[src/rtl/core/cbs_pkg.sv]
// shared types and constants of the cubic bezier sampler
package cbs_pkg;

   localparam int PT_W      = 16;  // coordinate width, signed
   localparam int T_W       = 17;  // curve parameter, unsigned q1.16
   localparam int COEF_W    = 21;  // polynomial coefficient width, signed
   localparam int IDX_W     = 6;   // sample index on the result channel
   localparam int SPC_W     = 7;   // samples_per_curve register width
   localparam int CSR_IDX_W = 2;
   localparam int CSR_DAT_W = 17;

   // horner evaluation widths
   localparam int H1_W    = 39;    // a*t + b*2^16
   localparam int H1_LO_W = 19;    // low slice of h1, unsigned
   localparam int H2_W    = 40;    // round(h1*t + c*2^32, 16)
   localparam int H2_LO_W = 20;    // low slice of h2, unsigned
   localparam int SUM_W   = 56;    // wide accumulation before rounding
   localparam int RES_W   = SUM_W - 32;

   localparam logic [T_W-1:0] T_ONE  = 17'h10000;
   localparam logic [T_W-1:0] T_OVER = 17'h10001;

   localparam logic [CSR_DAT_W-1:0] SPC_RESET    = 17'd16;
   localparam logic [CSR_DAT_W-1:0] T_STEP_RESET = 17'd4369;

   typedef enum logic [CSR_IDX_W-1:0] {
      CSR_SAMPLES = 2'd0,
      CSR_T_STEP  = 2'd1
   } csr_index_type;

   typedef enum logic [1:0] {
      ST_IDLE = 2'b01,
      ST_RUN  = 2'b10
   } ctrl_state_type;

   typedef struct packed {
      logic             load;   // capture control points, restart t
      logic             issue;  // push one sample into the pipeline
      logic             last;   // issued sample is the final one
      logic [IDX_W-1:0] idx;
   } dp_cmd_type;

   typedef struct packed {
      logic adv;    // pipeline moves this cycle
      logic empty;  // no sample in flight or waiting at the output
   } dp_status_type;

endpackage

[src/rtl/core/cbs_ctrl.sv]
// sequencer: takes a segment, issues its samples one per cycle unless stalled
module cbs_ctrl #(
   parameter int MAX_SAMPLES = 64
) (
   input  logic                          clock,
   input  logic                          reset,
   input  logic [cbs_pkg::SPC_W-1:0]     samples_per_curve,
   input  logic                          req_valid,
   output logic                          req_stall,
   input  cbs_pkg::dp_status_type        status,
   output cbs_pkg::dp_cmd_type           cmd
);

   localparam int NW = $clog2(MAX_SAMPLES + 1);
   localparam int CW = $clog2(MAX_SAMPLES);

   cbs_pkg::ctrl_state_type state_ff, state_in;
   logic [CW-1:0] cnt_ff, cnt_in;
   logic [NW-1:0] n_samples;
   logic [31:0]   spc_wide;
   logic          is_last;

   // clamp the count to the supported range
   assign spc_wide = 32'(samples_per_curve);
   always_comb begin
      if (spc_wide < 32'd2) begin
         n_samples = NW'(2);
      end else if (spc_wide > 32'(MAX_SAMPLES)) begin
         n_samples = NW'(MAX_SAMPLES);
      end else begin
         n_samples = NW'(spc_wide);
      end
   end

   assign is_last = (NW'(cnt_ff) == n_samples - NW'(1));

   always_comb begin
      state_in  = state_ff;
      cnt_in    = cnt_ff;
      cmd.load  = 1'b0;
      cmd.issue = 1'b0;
      cmd.last  = 1'b0;
      cmd.idx   = cbs_pkg::IDX_W'(cnt_ff);
      req_stall = 1'b1;
      case (state_ff)
         cbs_pkg::ST_IDLE: begin
            // next segment only once the previous one has fully drained
            req_stall = !status.empty;
            if (req_valid && status.empty) begin
               cmd.load = 1'b1;
               cnt_in   = '0;
               state_in = cbs_pkg::ST_RUN;
            end
         end
         cbs_pkg::ST_RUN: begin
            if (status.adv) begin
               cmd.issue = 1'b1;
               cmd.last  = is_last;
               if (is_last) begin
                  state_in = cbs_pkg::ST_IDLE;
               end else begin
                  cnt_in = cnt_ff + CW'(1);
               end
            end
         end
         default: begin
            state_in = cbs_pkg::ST_IDLE;
         end
      endcase
   end

   always_ff @(posedge clock) begin
      if (reset) begin
         state_ff <= cbs_pkg::ST_IDLE;
         cnt_ff   <= '0;
      end else begin
         state_ff <= state_in;
         cnt_ff   <= cnt_in;
      end
   end

endmodule

[config.mk]
export PLATFORM = sky130hd
export DESIGN_NAME = cbs_ctrl
export DESIGN_NICKNAME = d
export VERILOG_FILES = /design/src/rtl/core/cbs_pkg.sv /design/src/rtl/core/cbs_ctrl.sv
export SDC_FILE = /design/constraint.sdc
export NUM_CORES = 1
export LEC_CHECK = 0
export BUFFER_PORTS_ARGS = -buffer_cell sky130_fd_sc_hd__buf_4
export CORE_MARGIN = 8
export CORE_UTILIZATION = 49
export DETAILED_ROUTE_END_ITERATION = 8
export PLACE_DENSITY = 0.77
export SYNTH_ARGS = -nofsm -noshare
export SYNTH_HDL_FRONTEND = slang
export SYNTH_SLANG_ARGS = --single-unit
[constraint.sdc]
create_clock -name clock -period 4 [get_ports clock]
set_input_delay 0.6 -clock clock [delete_from_list [all_inputs] [get_ports clock]]
set_output_delay 0.6 -clock clock [all_outputs]
set_load 0.02 [all_outputs]
==> summary.txt <==
Status
  – Status: finished, final reports clean

Clock tree
  – Hold buffers post-CTS: 0
  – CTS Buffer Depth: 2
  – Worst skew pair latency: 0.25 ns
  – # Post-CTS Setup Buffers: 0
  – H-tree Lvls: 1
  – CTS tree: done
  – Clock Sinks: 8
  – Post-CTS Resized: 0
  – Clock root cell: clkbuf_4
  – Clock Pin Slew Worst Setup and Hold Paths: 0.05 ns
  – Total CTS buffers: 3

Setup path
  – R2r startpoint: cnt_ff[4]$_SDFFE_PP0P_
  – FF-to-FF setup slack: about 1.8 ns
  – Worst reg2reg endpoint: cnt_ff[3]$_SDFFE_PP0P_
  – Setup CP Type: in -> out
  – CP max FO: 8
  – CP endpoint kind: output pin
  – Worst R2R Path Depth: 7
  – Data arrival time of the critical path: ~2.8 ns
  – WP data required: 3.40 ns
  – Worst Setup Start Kind: input pin

Yosys
  – Commonest cells in the netlist: a21oi_1, dfxtp_1, nor2_1, o21ai_0, nand2_1
  – Mean Syn Cell Area: ~7.6 µm²
  – Post-synth EDFFs: 0
  – Post-synth top area share: 22.5%
  – Top-count cell post-synth: a21oi_1
  – Sequential cell area fraction in the yosys report: 22.5%
  – Top cells by area, synth: dfxtp_1, a21oi_1, o21ai_0
  – Main synth FF type: dfxtp_1
  – Yosys cell types: 34
  – Synthesized cell area: 711 µm²
  – Mapped Nets: roughly 110
  – Area leader, netlist: dfxtp_1
  – YS warnings: 0
  – Post-synth ARST share: 0%
  – Post-Syn Instances: between 90 and 100
  – Synthesis-stage register bit count: 8

Place
  – Placer Congestion: about 0.89
  – HPWL Detailed: between 1 and 1.5 mm
  – Port buffer count: 21

Power
  – Peak VDD IR: between 0.2 and 0.25 mV
  – Int Pwr: around 140 µW
  – Power, Total: about 200 µW
  – Combinational share of power: a little over a quarter
  – Net Sw Frac: ~28%
  – Clock group share of total power: 30.2%
  – Net load switching power: ~55 µW
  – Leakage power: 0.000363 µW
  – Flop pwr share: between 40% and 50%
  – Power Density: around 220 nW/µm²

Drt
  – Vias: 727
  – ANT nets after route: 0
  – Remaining routing DRC violations: 0
  – Drt first pass iters: 4
  – WL/cell: 13.6 µm
  – Via/cell ratio: 5.68
  – Final wirelength: ~1.7 mm
  – Number of DRC markers in iteration 0: 13

GRT
  – Antenna violations before repair: 0
  – Grt met2 use: a little over a fifth
  – Met3 Use GR: approximately 2.5%
  – Largest net degree at the start of global routing: 13
  – First-pass GRT wire length: roughly 2.9 mm
  – GRT overflow: 0
  – Vias in the first global route: between 600 and 700
  – Busiest grt layer: met2
  – Met1 Use GR: approximately 15%
  – Total track usage: between 10% and 20%

Finish
  – Antenna cell count: 0
  – Fill count: around 130
  – Area Growth Syn to Fin: 23.8%
  – Fin nets: 129
  – Share of layout cells above drive strength 1: a little over a quarter

Floorplanning
  – Initial Utilization: between 50% and 60%
  – Die width: roughly 54 µm
  – Die ar.: between 2000 and 3000 µm²
  – FP Rows: 13
  – Die Y: 54.1 µm
  – CORE AREA: between 1000 and 1500 µm²
  – Io pins: 22

Timing
  – Clk_skew: between 0.0015 and 0.002 ns
  – Final Cycle Share: between 80 and 90%
  – Least-Margin Pin Slew: between 0.3 and 0.4 ns
  – Final setup viols: 0
  – Max Clk Rate: 297 MHz
  – Final Max Tran Viols: 0
  – Final Hold Viols: 0
  – Min Tclk post-route: between 3 and 4 ns
  – Setup TNS: 0 ns
  – Slew Limit Headroom: between 70 and 80%
  – RSZ-0062 raised after global routing: no

Hold path
  – WHS Endpoint: cnt_ff[1]$_SDFFE_PP0P_
  – Hold_sp: reset
  – Hold path cells: 2
  – Hold Path Class: in -> reg

Flow run
  – Max cap viols: 0
## per-stage QoR
stage               setup slack (ns)  area, µm²  utilization, %  std cells  hold WS (ns)
finish                         0.636        880            65.9        128         0.524
global placement               0.722        857            64.3        125         0.504
CTS                            0.623        880            65.9        128         0.520
detailed placement             0.645        857            64.3        125         0.530
floorplan                      0.881        711               -         93         0.536
global route                   0.408        880            65.9        128         0.533
## critical path, stage by stage
cell and delay, ns:
buf_4 0.14, or3_4 0.41, o31ai_4 0.23, nand2b_1 0.14
ha_1 0.30, xor2_1 0.11, o21ai_0 0.17, a21oi_1 0.09
nor3b_1 0.23, and4_1 0.21, buf_4 0.14
## sequential cells by signal, summed over array words and instances, names as in the netlist
register,count
cnt_ff,6
state_ff,2
## how the worst max path moves through the flow
stage                          from  endpoint  slack (ns)  cells past startpoint
3_3_place_gp   samples_per_curve[3]    cmd[6]        0.72                     11
5_1_grt        samples_per_curve[3]    cmd[6]        0.41                     11
4_1_cts        samples_per_curve[3]    cmd[6]        0.62                     11
6_report       samples_per_curve[3]    cmd[6]        0.64                     11
3_5_place_dp   samples_per_curve[3]    cmd[6]        0.65                     11
2_1_floorplan  samples_per_curve[3]    cmd[6]        0.88                     10
## metal layers
metal / part of all wire, % / up-vias / wire, µm
met3: 6.2 / 4 / 109
li1: - / 377 / -
met1: 43 / 325 / 752
met4: 1.5 / 0 / 27
met5: 0 / - / 0
met2: 49 / 21 / 855
## power by group through the flow
stage / combinational [µW] / clock [µW] / sequential (µW)
finish: 52.7 / 59.0 / 83.9
global route: 57.6 / 64.2 / 84.2
CTS: 52.9 / 61.3 / 83.8
detailed placement: 52.4 / 0 / 85.4
global placement: 51.0 / 0 / 85.5
floorplan: 32.6 / 0 / 85.9
## kinds of logic (layout without fill, tap and decap cells)
family                     after synthesis  after routing  synth area share, %
and+or+nand+nor                         40             40                 33.6
AOI/OAI and AO/OA                       28             28                 26.1
buffers and inverters                    9             29                 6.87
DFF                                      8              8                 22.5
xor gates and xnor gates                 6              6                 7.40
adders and majority gates                2              2                 3.52
## layout make-up
| cell class | count | area (µm²) | area share [%] |
|---|---|---|---|
| inverters | 5 | 18.8 | 2.13 |
| repair buffers | 21 | 158 | 17.9 |
| multi-input cells | 76 | 502 | 57.0 |
| clock buffers | 3 | 22.5 | 2.56 |
| well taps | 15 | 18.8 | 2.13 |
| flip-flops and latches | 8 | 160 | 18.2 |
## cells in the final DEF, fill, tap and decap left out, types with 2 or more instances in the layout
cell type,count
buf_4,21
a21oi_1,10
nor2_1,8
o21ai_0,8
dfxtp_1,8
nand2_1,7
inv_1,5
or3_1,5
xor2_1,3
nand3b_1,3
xnor2_1,3
clkbuf_4,3
or3_4,2
nand2b_1,2
nor3b_1,2
or2_2,2
and4_1,2
nand3_1,2
ha_1,2
(Power assumes the default switching activity.)
